`src/sv/msrg_pkg.sv`:
```
// ----------------------------------------------------------------------------
// msrg_pkg
// Shared types, constants and helpers of the multimode shell random generator.
// ----------------------------------------------------------------------------
package msrg_pkg;

  localparam int MAX_RETRIES = 16;
  localparam int TRY_W       = (MAX_RETRIES > 2) ? $clog2(MAX_RETRIES) : 1;

  localparam int STATE_W   = 64;
  localparam int VALUE_W   = 15;
  localparam int DIV_BITS  = 4;
  localparam int DIV_STEPS = STATE_W / DIV_BITS;
  localparam int CNT_W     = $clog2(DIV_STEPS);

  localparam logic [30:0] LCG_MUL   = 31'd1103515245;
  localparam logic [13:0] LCG_INC   = 14'd12345;
  localparam logic [16:0] PM_Q      = 17'd127773;
  localparam logic [14:0] PM_A      = 15'd16807;
  localparam logic [11:0] PM_R      = 12'd2836;
  localparam logic [26:0] ZERO_SUB  = 27'd123459876;
  localparam logic [31:0] NEG_FIX   = 32'h7fff_ffff;

  localparam logic CMD_DRAW = 1'b0;
  localparam logic CMD_SEED = 1'b1;

  localparam logic [1:0] ST_OK    = 2'd0;
  localparam logic [1:0] ST_HALT  = 2'd1;
  localparam logic [1:0] ST_RETRY = 2'd2;

  typedef enum logic [2:0] {
    MODE_LCG,
    MODE_HALT64,
    MODE_WRAP64,
    MODE_WRAP32,
    MODE_FIX32,
    MODE_FOLD
  } gen_mode_t;

  typedef struct packed {
    logic       seed_load;
    logic       try_load;
    logic       div_step;
    logic       mul;
    logic       upd;
    logic       emit;
    logic [1:0] emit_status;
  } msrg_cmd_t;

  typedef struct packed {
    gen_mode_t mode;
    logic      state_zero;
    logic      value_new;
    logic      out_free;
  } msrg_stat_t;

  function automatic gen_mode_t decode_mode(input logic [2:0] code);
    gen_mode_t m;
    case (code)
      3'd0:    m = MODE_LCG;
      3'd1:    m = MODE_HALT64;
      3'd2:    m = MODE_WRAP64;
      3'd3:    m = MODE_WRAP32;
      3'd4:    m = MODE_FIX32;
      default: m = MODE_FOLD;
    endcase
    return m;
  endfunction

endpackage

```
`src/sv/msrg_ctrl.sv`:
```
// ----------------------------------------------------------------------------
// msrg_ctrl
// Sequencer for seed loads, generator tries, retries and result delivery.
// ----------------------------------------------------------------------------
module msrg_ctrl
  import msrg_pkg::*;
(
  input  logic       clk,
  input  logic       rst_n,
  input  logic       in_tvalid,
  input  logic       in_cmd,
  output logic       in_tready,
  input  msrg_stat_t stat,
  output msrg_cmd_t  cmd
);

  typedef enum logic [2:0] {
    S_IDLE,
    S_TRY,
    S_DIV,
    S_MUL,
    S_UPD,
    S_FIN
  } state_t;

  state_t             state_r, state_nxt;
  logic [TRY_W-1:0]   tries_r, tries_nxt;
  logic [CNT_W-1:0]   cnt_r, cnt_nxt;
  logic [1:0]         fin_status_r, fin_status_nxt;

  assign in_tready = (state_r == S_IDLE);

  always_comb begin
    state_nxt      = state_r;
    tries_nxt      = tries_r;
    cnt_nxt        = cnt_r;
    fin_status_nxt = fin_status_r;
    cmd            = '0;
    cmd.emit_status = fin_status_r;
    case (state_r)
      S_IDLE: begin
        if (in_tvalid) begin
          if (in_cmd == CMD_SEED) begin
            cmd.seed_load = 1'b1;
          end else begin
            tries_nxt = '0;
            state_nxt = S_TRY;
          end
        end
      end
      S_TRY: begin
        if (stat.mode == MODE_HALT64 && stat.state_zero) begin
          fin_status_nxt = ST_HALT;
          state_nxt      = S_FIN;
        end else if (stat.mode == MODE_LCG) begin
          state_nxt = S_MUL;
        end else begin
          cmd.try_load = 1'b1;
          cnt_nxt      = '0;
          state_nxt    = S_DIV;
        end
      end
      S_DIV: begin
        cmd.div_step = 1'b1;
        cnt_nxt      = cnt_r + 1'b1;
        if (cnt_r == CNT_W'(DIV_STEPS - 1)) begin
          state_nxt = S_MUL;
        end
      end
      S_MUL: begin
        cmd.mul   = 1'b1;
        state_nxt = S_UPD;
      end
      S_UPD: begin
        cmd.upd = 1'b1;
        if (stat.value_new) begin
          fin_status_nxt = ST_OK;
          state_nxt      = S_FIN;
        end else if (tries_r == TRY_W'(MAX_RETRIES - 1)) begin
          fin_status_nxt = ST_RETRY;
          state_nxt      = S_FIN;
        end else begin
          tries_nxt = tries_r + 1'b1;
          state_nxt = S_TRY;
        end
      end
      S_FIN: begin
        if (stat.out_free) begin
          cmd.emit  = 1'b1;
          state_nxt = S_IDLE;
        end
      end
      default: begin
        state_nxt = S_IDLE;
      end
    endcase
  end

  always_ff @(posedge clk) begin
    if (!rst_n) begin
      state_r      <= S_IDLE;
      tries_r      <= '0;
      cnt_r        <= '0;
      fin_status_r <= ST_OK;
    end else begin
      state_r      <= state_nxt;
      tries_r      <= tries_nxt;
      cnt_r        <= cnt_nxt;
      fin_status_r <= fin_status_nxt;
    end
  end

endmodule

```
`src/sv/msrg_dp.sv`:
```
// ----------------------------------------------------------------------------
// msrg_dp
// Generator state, constant divider, multipliers, update logic and output
// register of the multimode shell random generator.
// ----------------------------------------------------------------------------
module msrg_dp
  import msrg_pkg::*;
(
  input  logic               clk,
  input  logic               rst_n,
  input  logic               cfg_wen,
  input  logic [2:0]         cfg_wdata,
  input  logic [STATE_W-1:0] in_seed,
  input  msrg_cmd_t          cmd,
  output msrg_stat_t         stat,
  output logic               out_tvalid,
  input  logic               out_tready,
  output logic [VALUE_W-1:0] out_value,
  output logic [1:0]         out_status
);

  logic [2:0]         mode_code_r;
  logic [STATE_W-1:0] state_r;
  logic [VALUE_W-1:0] last_r;
  logic [VALUE_W-1:0] cand_r;
  logic               out_valid_r;
  logic [VALUE_W-1:0] out_value_r;
  logic [1:0]         out_status_r;

  logic [STATE_W-1:0] dvd_r, dvd_nxt;
  logic [STATE_W-1:0] quo_r, quo_nxt;
  logic [16:0]        rem_r, rem_nxt;
  logic [STATE_W-1:0] pa_r, pb_r;

  gen_mode_t          mode;
  logic [STATE_W-1:0] operand;
  logic [62:0]        prod_lo;
  logic [31:0]        prod_hi;
  logic [31:0]        prod_a;
  logic [59:0]        prod_r;
  logic [STATE_W-1:0] diff;
  logic [31:0]        d32;
  logic [STATE_W-1:0] new_state;
  logic [VALUE_W-1:0] new_value;
  logic [15:0]        fold;

  assign mode = decode_mode(mode_code_r);

  assign stat.mode       = mode;
  assign stat.state_zero = (state_r == '0);
  assign stat.value_new  = (new_value != last_r);
  assign stat.out_free   = !out_valid_r || out_tready;

  assign out_tvalid = out_valid_r;
  assign out_value  = out_value_r;
  assign out_status = out_status_r;

  // Dividend of one try, with the zero state replaced where the variant asks.
  always_comb begin
    case (mode)
      MODE_HALT64: operand = state_r;
      MODE_WRAP64: operand = (state_r == '0) ? STATE_W'(ZERO_SUB) : state_r;
      default: begin
        operand = (state_r[31:0] == '0) ? STATE_W'(ZERO_SUB) : {32'b0, state_r[31:0]};
      end
    endcase
  end

  // Restoring division by the Schrage modulus quotient, four bits a cycle.
  always_comb begin
    logic [16:0]        rem;
    logic [STATE_W-1:0] dvd;
    logic [STATE_W-1:0] quo;
    logic [17:0]        trial;
    rem = rem_r;
    dvd = dvd_r;
    quo = quo_r;
    for (int i = 0; i < DIV_BITS; i++) begin
      trial = {rem, dvd[STATE_W-1]};
      dvd   = {dvd[STATE_W-2:0], 1'b0};
      if (trial >= 18'(PM_Q)) begin
        rem = 17'(trial - 18'(PM_Q));
        quo = {quo[STATE_W-2:0], 1'b1};
      end else begin
        rem = trial[16:0];
        quo = {quo[STATE_W-2:0], 1'b0};
      end
    end
    rem_nxt = rem;
    dvd_nxt = dvd;
    quo_nxt = quo;
  end

  assign prod_lo = 63'(state_r[31:0]) * 63'(LCG_MUL);
  assign prod_hi = state_r[63:32] * 32'(LCG_MUL);
  assign prod_a  = 32'(rem_r) * 32'(PM_A);
  assign prod_r  = 60'(quo_r[47:0]) * 60'(PM_R);

  always_comb begin
    diff = pa_r - pb_r;
    d32  = diff[31:0];
    if (d32[31]) begin
      d32 = d32 + NEG_FIX;
    end
    case (mode)
      MODE_LCG:    new_state = pa_r + pb_r + STATE_W'(LCG_INC);
      MODE_HALT64: new_state = diff;
      MODE_WRAP64: new_state = diff;
      MODE_WRAP32: new_state = {32'b0, diff[31:0]};
      default:     new_state = {32'b0, d32};
    endcase
    fold = new_state[31:16] ^ new_state[15:0];
    case (mode)
      MODE_LCG:  new_value = new_state[30:16];
      MODE_FOLD: new_value = fold[14:0];
      default:   new_value = new_state[14:0];
    endcase
  end

  always_ff @(posedge clk) begin
    if (!rst_n) begin
      mode_code_r <= 3'd5;
      state_r     <= STATE_W'(1);
      last_r      <= '0;
      out_valid_r <= 1'b0;
    end else begin
      if (cfg_wen) begin
        mode_code_r <= cfg_wdata;
      end
      if (cmd.seed_load) begin
        state_r <= in_seed;
        last_r  <= '0;
      end else if (cmd.upd) begin
        state_r <= new_state;
        if (new_value != last_r) begin
          last_r <= new_value;
        end
      end
      if (cmd.emit) begin
        out_valid_r <= 1'b1;
      end else if (out_tready) begin
        out_valid_r <= 1'b0;
      end
    end
  end

  always_ff @(posedge clk) begin
    if (cmd.try_load) begin
      dvd_r <= operand;
      quo_r <= '0;
      rem_r <= '0;
    end else if (cmd.div_step) begin
      dvd_r <= dvd_nxt;
      quo_r <= quo_nxt;
      rem_r <= rem_nxt;
    end
    if (cmd.mul) begin
      if (mode == MODE_LCG) begin
        pa_r <= {1'b0, prod_lo};
        pb_r <= {prod_hi, 32'b0};
      end else begin
        pa_r <= {32'b0, prod_a};
        pb_r <= {4'b0, prod_r};
      end
    end
    if (cmd.upd) begin
      cand_r <= new_value;
    end
    if (cmd.emit) begin
      out_status_r <= cmd.emit_status;
      out_value_r  <= (cmd.emit_status == ST_OK) ? cand_r : '0;
    end
  end

endmodule

```
`src/sv/multimode_shell_random_generator_top.sv`:
```
// ----------------------------------------------------------------------------
// multimode_shell_random_generator_top
// Fifteen-bit pseudo-random source with six selectable generator variants.
// ----------------------------------------------------------------------------
// The input stream carries requests: in_tuser selects a draw (0) or a seed
// load (1), and in_tdata holds the 64-bit seed. A seed load gives no result.
// A draw gives one result on the output stream: out_tdata holds the value
// and out_tuser the status (0 ok, 1 zero state halt, 2 retry bound reached).
// The variant is chosen by cfg_wdata, written when cfg_wen is high while the
// block is idle; this binds the user, the block itself does not enforce it.
// In the Schrage variants a generator try runs the constant divider, which
// retires four quotient bits of the 64-bit state per cycle, then the multiply
// and update steps; in the LCG variant a try runs only the multiply and
// update steps. A draw makes up to 16 tries.
// The block takes one request at a time; in_tready is high only when idle.
// When the receiver stalls, the result waits in the output register and a
// finished draw holds until that register is free.
// Reset sets the variant to the folded one, the state to one and the last
// value to zero.
// ----------------------------------------------------------------------------
module multimode_shell_random_generator_top
  import msrg_pkg::*;
(
  input  logic        clk,
  input  logic        rst_n,
  input  logic        cfg_wen,
  input  logic [2:0]  cfg_wdata,
  input  logic        in_tvalid,
  output logic        in_tready,
  input  logic [63:0] in_tdata,   // seed[63:0]
  input  logic [0:0]  in_tuser,   // cmd[0]
  output logic        out_tvalid,
  input  logic        out_tready,
  output logic [15:0] out_tdata,  // value[14:0], zero[15]
  output logic [1:0]  out_tuser   // status[1:0]
);

  msrg_cmd_t          ctl_cmd;
  msrg_stat_t         dp_stat;
  logic [VALUE_W-1:0] out_value;

  msrg_ctrl u_ctrl (
    .clk       (clk),
    .rst_n     (rst_n),
    .in_tvalid (in_tvalid),
    .in_cmd    (in_tuser[0]),
    .in_tready (in_tready),
    .stat      (dp_stat),
    .cmd       (ctl_cmd)
  );

  msrg_dp u_dp (
    .clk        (clk),
    .rst_n      (rst_n),
    .cfg_wen    (cfg_wen),
    .cfg_wdata  (cfg_wdata),
    .in_seed    (in_tdata),
    .cmd        (ctl_cmd),
    .stat       (dp_stat),
    .out_tvalid (out_tvalid),
    .out_tready (out_tready),
    .out_value  (out_value),
    .out_status (out_tuser)
  );

  assign out_tdata = {1'b0, out_value};

`ifndef SYNTHESIS
  a_emit_slot_free: assert property (@(posedge clk) disable iff (!rst_n)
    ctl_cmd.emit |-> (!out_tvalid || out_tready))
    else $error("Result loaded while the output register was still full.");

  a_status_code: assert property (@(posedge clk) disable iff (!rst_n)
    out_tvalid |-> (out_tuser == ST_OK || out_tuser == ST_HALT || out_tuser == ST_RETRY))
    else $error("Result carries an undefined status code.");

  a_fail_value_zero: assert property (@(posedge clk) disable iff (!rst_n)
    (out_tvalid && out_tuser != ST_OK) |-> (out_tdata == '0))
    else $error("Failed draw delivered a nonzero value.");

  a_draw_busy: assert property (@(posedge clk) disable iff (!rst_n)
    (in_tvalid && in_tready && in_tuser[0] == CMD_DRAW) |=> !in_tready)
    else $error("Block stayed ready after accepting a draw request.");
`endif

endmodule
```
`config.mk`:
```
export PLATFORM = sky130hd
export DESIGN_NAME = multimode_shell_random_generator_top
export DESIGN_NICKNAME = d
export VERILOG_FILES = /design/src/sv/msrg_pkg.sv /design/src/sv/msrg_ctrl.sv /design/src/sv/msrg_dp.sv /design/src/sv/multimode_shell_random_generator_top.sv
export SDC_FILE = /design/constraint.sdc
export NUM_CORES = 2
export LEC_CHECK = 0
export BUFFER_PORTS_ARGS = -buffer_cell sky130_fd_sc_hd__buf_2
export CAP_MARGIN = 20
export CORE_MARGIN = 1
export CORE_UTILIZATION = 35
export CTS_CLUSTER_DIAMETER = 100
export DETAILED_ROUTE_END_ITERATION = 8
export GPL_TIMING_DRIVEN = 0
export PLACE_DENSITY = 0.45
export SLEW_MARGIN = 20
export SYNTH_ARGS = -nofsm -noshare
export SYNTH_HDL_FRONTEND = slang
export SYNTH_SLANG_ARGS = --single-unit
export TNS_END_PERCENT = 100
```
`constraint.sdc`:
```
create_clock -name clk -period 9.8 [get_ports clk]
set_clock_uncertainty 0.1 [all_clocks]
set_input_delay 1.96 -clock clk [delete_from_list [all_inputs] [get_ports clk]]
set_output_delay 1.96 -clock clk [all_outputs]
set_load 0.01 [all_outputs]
```
==> results.py <==
metrics = {
    "detailed_routing": {
        "routed_wl_um": 255000,
        "routedWlPerCell_um": 25.8,
        "postRouteAntennaNets": 0,
        "via_count": 52300,
        "via_per_inst": 5.29,
        "drc_errors": 0,
        "route.met2.wl_um": 116000,
        "drt_iter0_markers": 4134,
        "met1_length_um": 117000,
        "met3_length_um": 13800,
        "firstDrtPassIters": 6,
        "topRoutingLayerUsed": "met5",
    },
    "die": {
        "row_count": 158,
        "start_util": 0.352,
        "core_area_um2": 185000,
        "die_area_um2": 188000,
        "die_w_um": 434,
        "die_h_um": 434,
        "ios": 93,
    },
    "sta": {
        "fin_ws_ns": 0.338,
        "max-slew-margin-rel": 0.198,
        "tightest_slew_ns": 1.20,
        "final_max_slew_viol_count": 0,
        "setup_tns_ns": 0,
        "finalHoldViolations": 0,
        "period_share": 0.965,
        "fmax_mhz": 106,
        "min_period_ns": 9.46,
        "setup_viol": 0,
    },
    "status": {
        "status": "completed",
    },
    "synthesis": {
        "avgSynthCellArea_um2": 9.05,
        "synth_area_um2": 65200,
        "synth_fa_ha_area_frac": 0.435,
        "synth_compound_area_frac": 0.144,
        "synth-edff-count": 221,
        "yosys_warnings": 0,
        "synth_flop_cell": "edfxtp_1",
        "ys_seq_area_frac": 0.151,
        "syn_inst": 7207,
        "synth_mux_area_frac": 0.00645,
        "async_flop_share": 0,
        "synth_top_family_by_area": "adder cells",
        "synth_xor_area_frac": 0.0488,
        "synth.distinct_cells": 132,
        "synthesis.nets": 9097,
        "synth_seq_cells": 382,
        "synth-simple-area-share": 0.111,
    },
    "worst_setup_path": {
        "worst_path_max_delay_cell": "dfxtp_1",
        "crit_fanout": 10,
        "setup.worst_path.start_class": "flip-flop",
        "critPathMaxStageDelay_ns": 0.95,
        "worst-setup-path-type": "reg -> reg",
        "endpoint_kind": "flip-flop",
        "crit_top_cell": "fa_1",
        "arrival_ns": 9.72,
        "worstPathRequired_ns": 10.06,
    },
    "clock_tree": {
        "cts_tree": "yes",
        "cts_root_buf": "clkbuf_16",
        "clk_latency_ns": 0.68,
        "h-tree-depth": 2,
        "clockBufferDepth": 3,
        "numCtsBuffers": 51,
        "cts_hold_buf": 0,
        "clkTransAtPathRegs_ns": 0.07,
        "cts_num_sinks": 382,
    },
    "final_layout": {
        "finalNetCount": 9256,
        "drive_gt1_frac": 0.0553,
        "final_cell_mix": "1609 x inv_1, 1067 x ha_1, 748 x fa_1",
        "area_growth_pct": 8.82,
        "final_common_cell": "inv_1",
        "final_cell_area_um2": 71000,
    },
    "place": {
        "hpwlAfterDp_um": 218000,
        "place_congestion": 0.993,
        "place_area_um2": 69000,
        "dp_slack_ns": -0.936,
        "numPortBuffers": 91,
    },
    "worst_hold_path": {
        "min_path_type": "reg -> reg",
    },
    "power": {
        "p_seq_frac": 0.091,
        "ir_drop_mv": 0.997,
        "p_leak_nw": 35.6,
        "power_density_nw_per_um2": 381,
        "p_int_mw": 11.2,
        "power_frac_clock": 0.077,
        "p_total_mw": 27.0,
        "power_switching_mw": 15.8,
        "combinationalPowerShare": 0.832,
        "power.share.switching": 0.584,
    },
    "global_route": {
        "grt_pass1_vias": 52600,
        "antenna_found_initial": 14,
        "grt_max_degree": 52,
        "overflow": 0,
        "grt_pass1_wl_um": 368000,
        "grt_util_all_layers": 0.272,
    },
    "run": {
        "drv_cap": 0,
    },
}
-- timing repair --
action                     4_1_cts  5_1_grt
setup endpoints to repair       14        6
buffers inserted                 3        3
pin swaps                        1        2
gates resized for setup         27       18
gates cloned                     0        0
-- through the flow --
step	utilization	instances	hold slack [ns]
detailed placement	0.373	9787	0.389
CTS	0.383	9885	0.392
finish	0.383	9892	0.395
floorplan	-	7207	0.324
global route	0.383	9890	0.423
global placement	0.371	9778	0.359
-- layer usage --
layer / vias to the layer above / GRT usage
li1: 24400 / -
met1: 26100 / 0.377
met2: 1541 / 0.437
met3: 268 / 0.0355
met4: 4 / 0.0809
met5: - / 0
-- registers in the layout, summed over array words and instances (netlist names) --
register	flops
u_dp.last_r	15
u_ctrl.tries_r	4
u_dp.out_status	2
u_dp.state_r	64
u_ctrl.cnt_r	4
u_dp.pa_r	63
u_dp.out_tvalid	1
u_dp.quo_r	48
u_dp.dvd_r	64
u_ctrl.state_r	3
u_dp.mode_code_r	3
u_dp.out_value	15
u_ctrl.fin_status_r	2
u_dp.pb_r	62
u_dp.rem_r	17
u_dp.cand_r	15
-- final timing paths --
check | startpoint | end | slack (ns) | cells after the start
max | u_dp.state_r[24] | u_dp.pa_r[61] | 0.34 | 28
min | u_dp.last_r[0] | u_dp.last_r[0] | 0.40 | 2
max reg2reg | u_dp.state_r[24] | u_dp.pa_r[61] | 0.34 | 28
min reg2reg | u_dp.last_r[0] | u_dp.last_r[0] | 0.40 | 2
-- critical path: cells and delay by family, from the launching register on --
kind | cells | cell delay [ns]
AO/OA/AOI/OAI | 9 | 2.47
AND/OR/NAND/NOR | 3 | 0.27
buffers and inverters | 6 | 0.83
adder cells (fa/ha/maj) | 9 | 4.30
flip-flops | 1 | 0.95
XOR/XNOR | 1 | 0.20
-- layout make-up --
class | count | area, µm²
Clock inverter | 33 | 403
Multi-Input combinational cell | 5028 | 48600
Antenna cell | 4 | 10.0
Sequential cell | 382 | 9920
Inverter | 1618 | 6090
Tap cell | 2480 | 3100
Timing Repair Buffer | 106 | 677
Buffer | 179 | 766
Clock buffer | 62 | 1390
Fill cell | 19100 | 114000
-- Yosys cell counts, drive strengths merged, types with 145 or more instances --
cell	count	area [µm²]
inv	1617	6070
ha	1069	13400
fa	748	15000
nor2	406	1530
a21oi	382	1950
nand2	311	1170
o21ai	255	1280
xnor2	243	2180
edfxtp	221	6640
dfxtp	161	3220
nand3	160	828
nor3	145	768
-- power by group through the flow --
stage	Clock, mW	Sequential [mW]	Combinational (mW)
6_report	2.08	2.46	22.5
3_3_place_gp	0	2.50	22.2
3_5_place_dp	0	2.48	22.2
2_1_floorplan	0	2.25	14.3
4_1_cts	2.12	2.46	22.5
5_1_grt	2.17	2.47	24.9
-- cells by family (layout without fill, tap and decap cells) --
| family | after synthesis | in the layout |
|---|---|---|
| adder cells (fa/ha/maj) | 1817 | 1817 |
| buffers and inverters | 1797 | 1998 |
| AND/OR/NAND/NOR | 1443 | 1443 |
| AO/OA/AOI/OAI | 1373 | 1373 |
| flip-flops | 382 | 382 |
| XOR/XNOR | 355 | 355 |
| multiplexers | 39 | 39 |
| other | 1 | 5 |
Note: power is estimated with default switching activity, not from simulation.
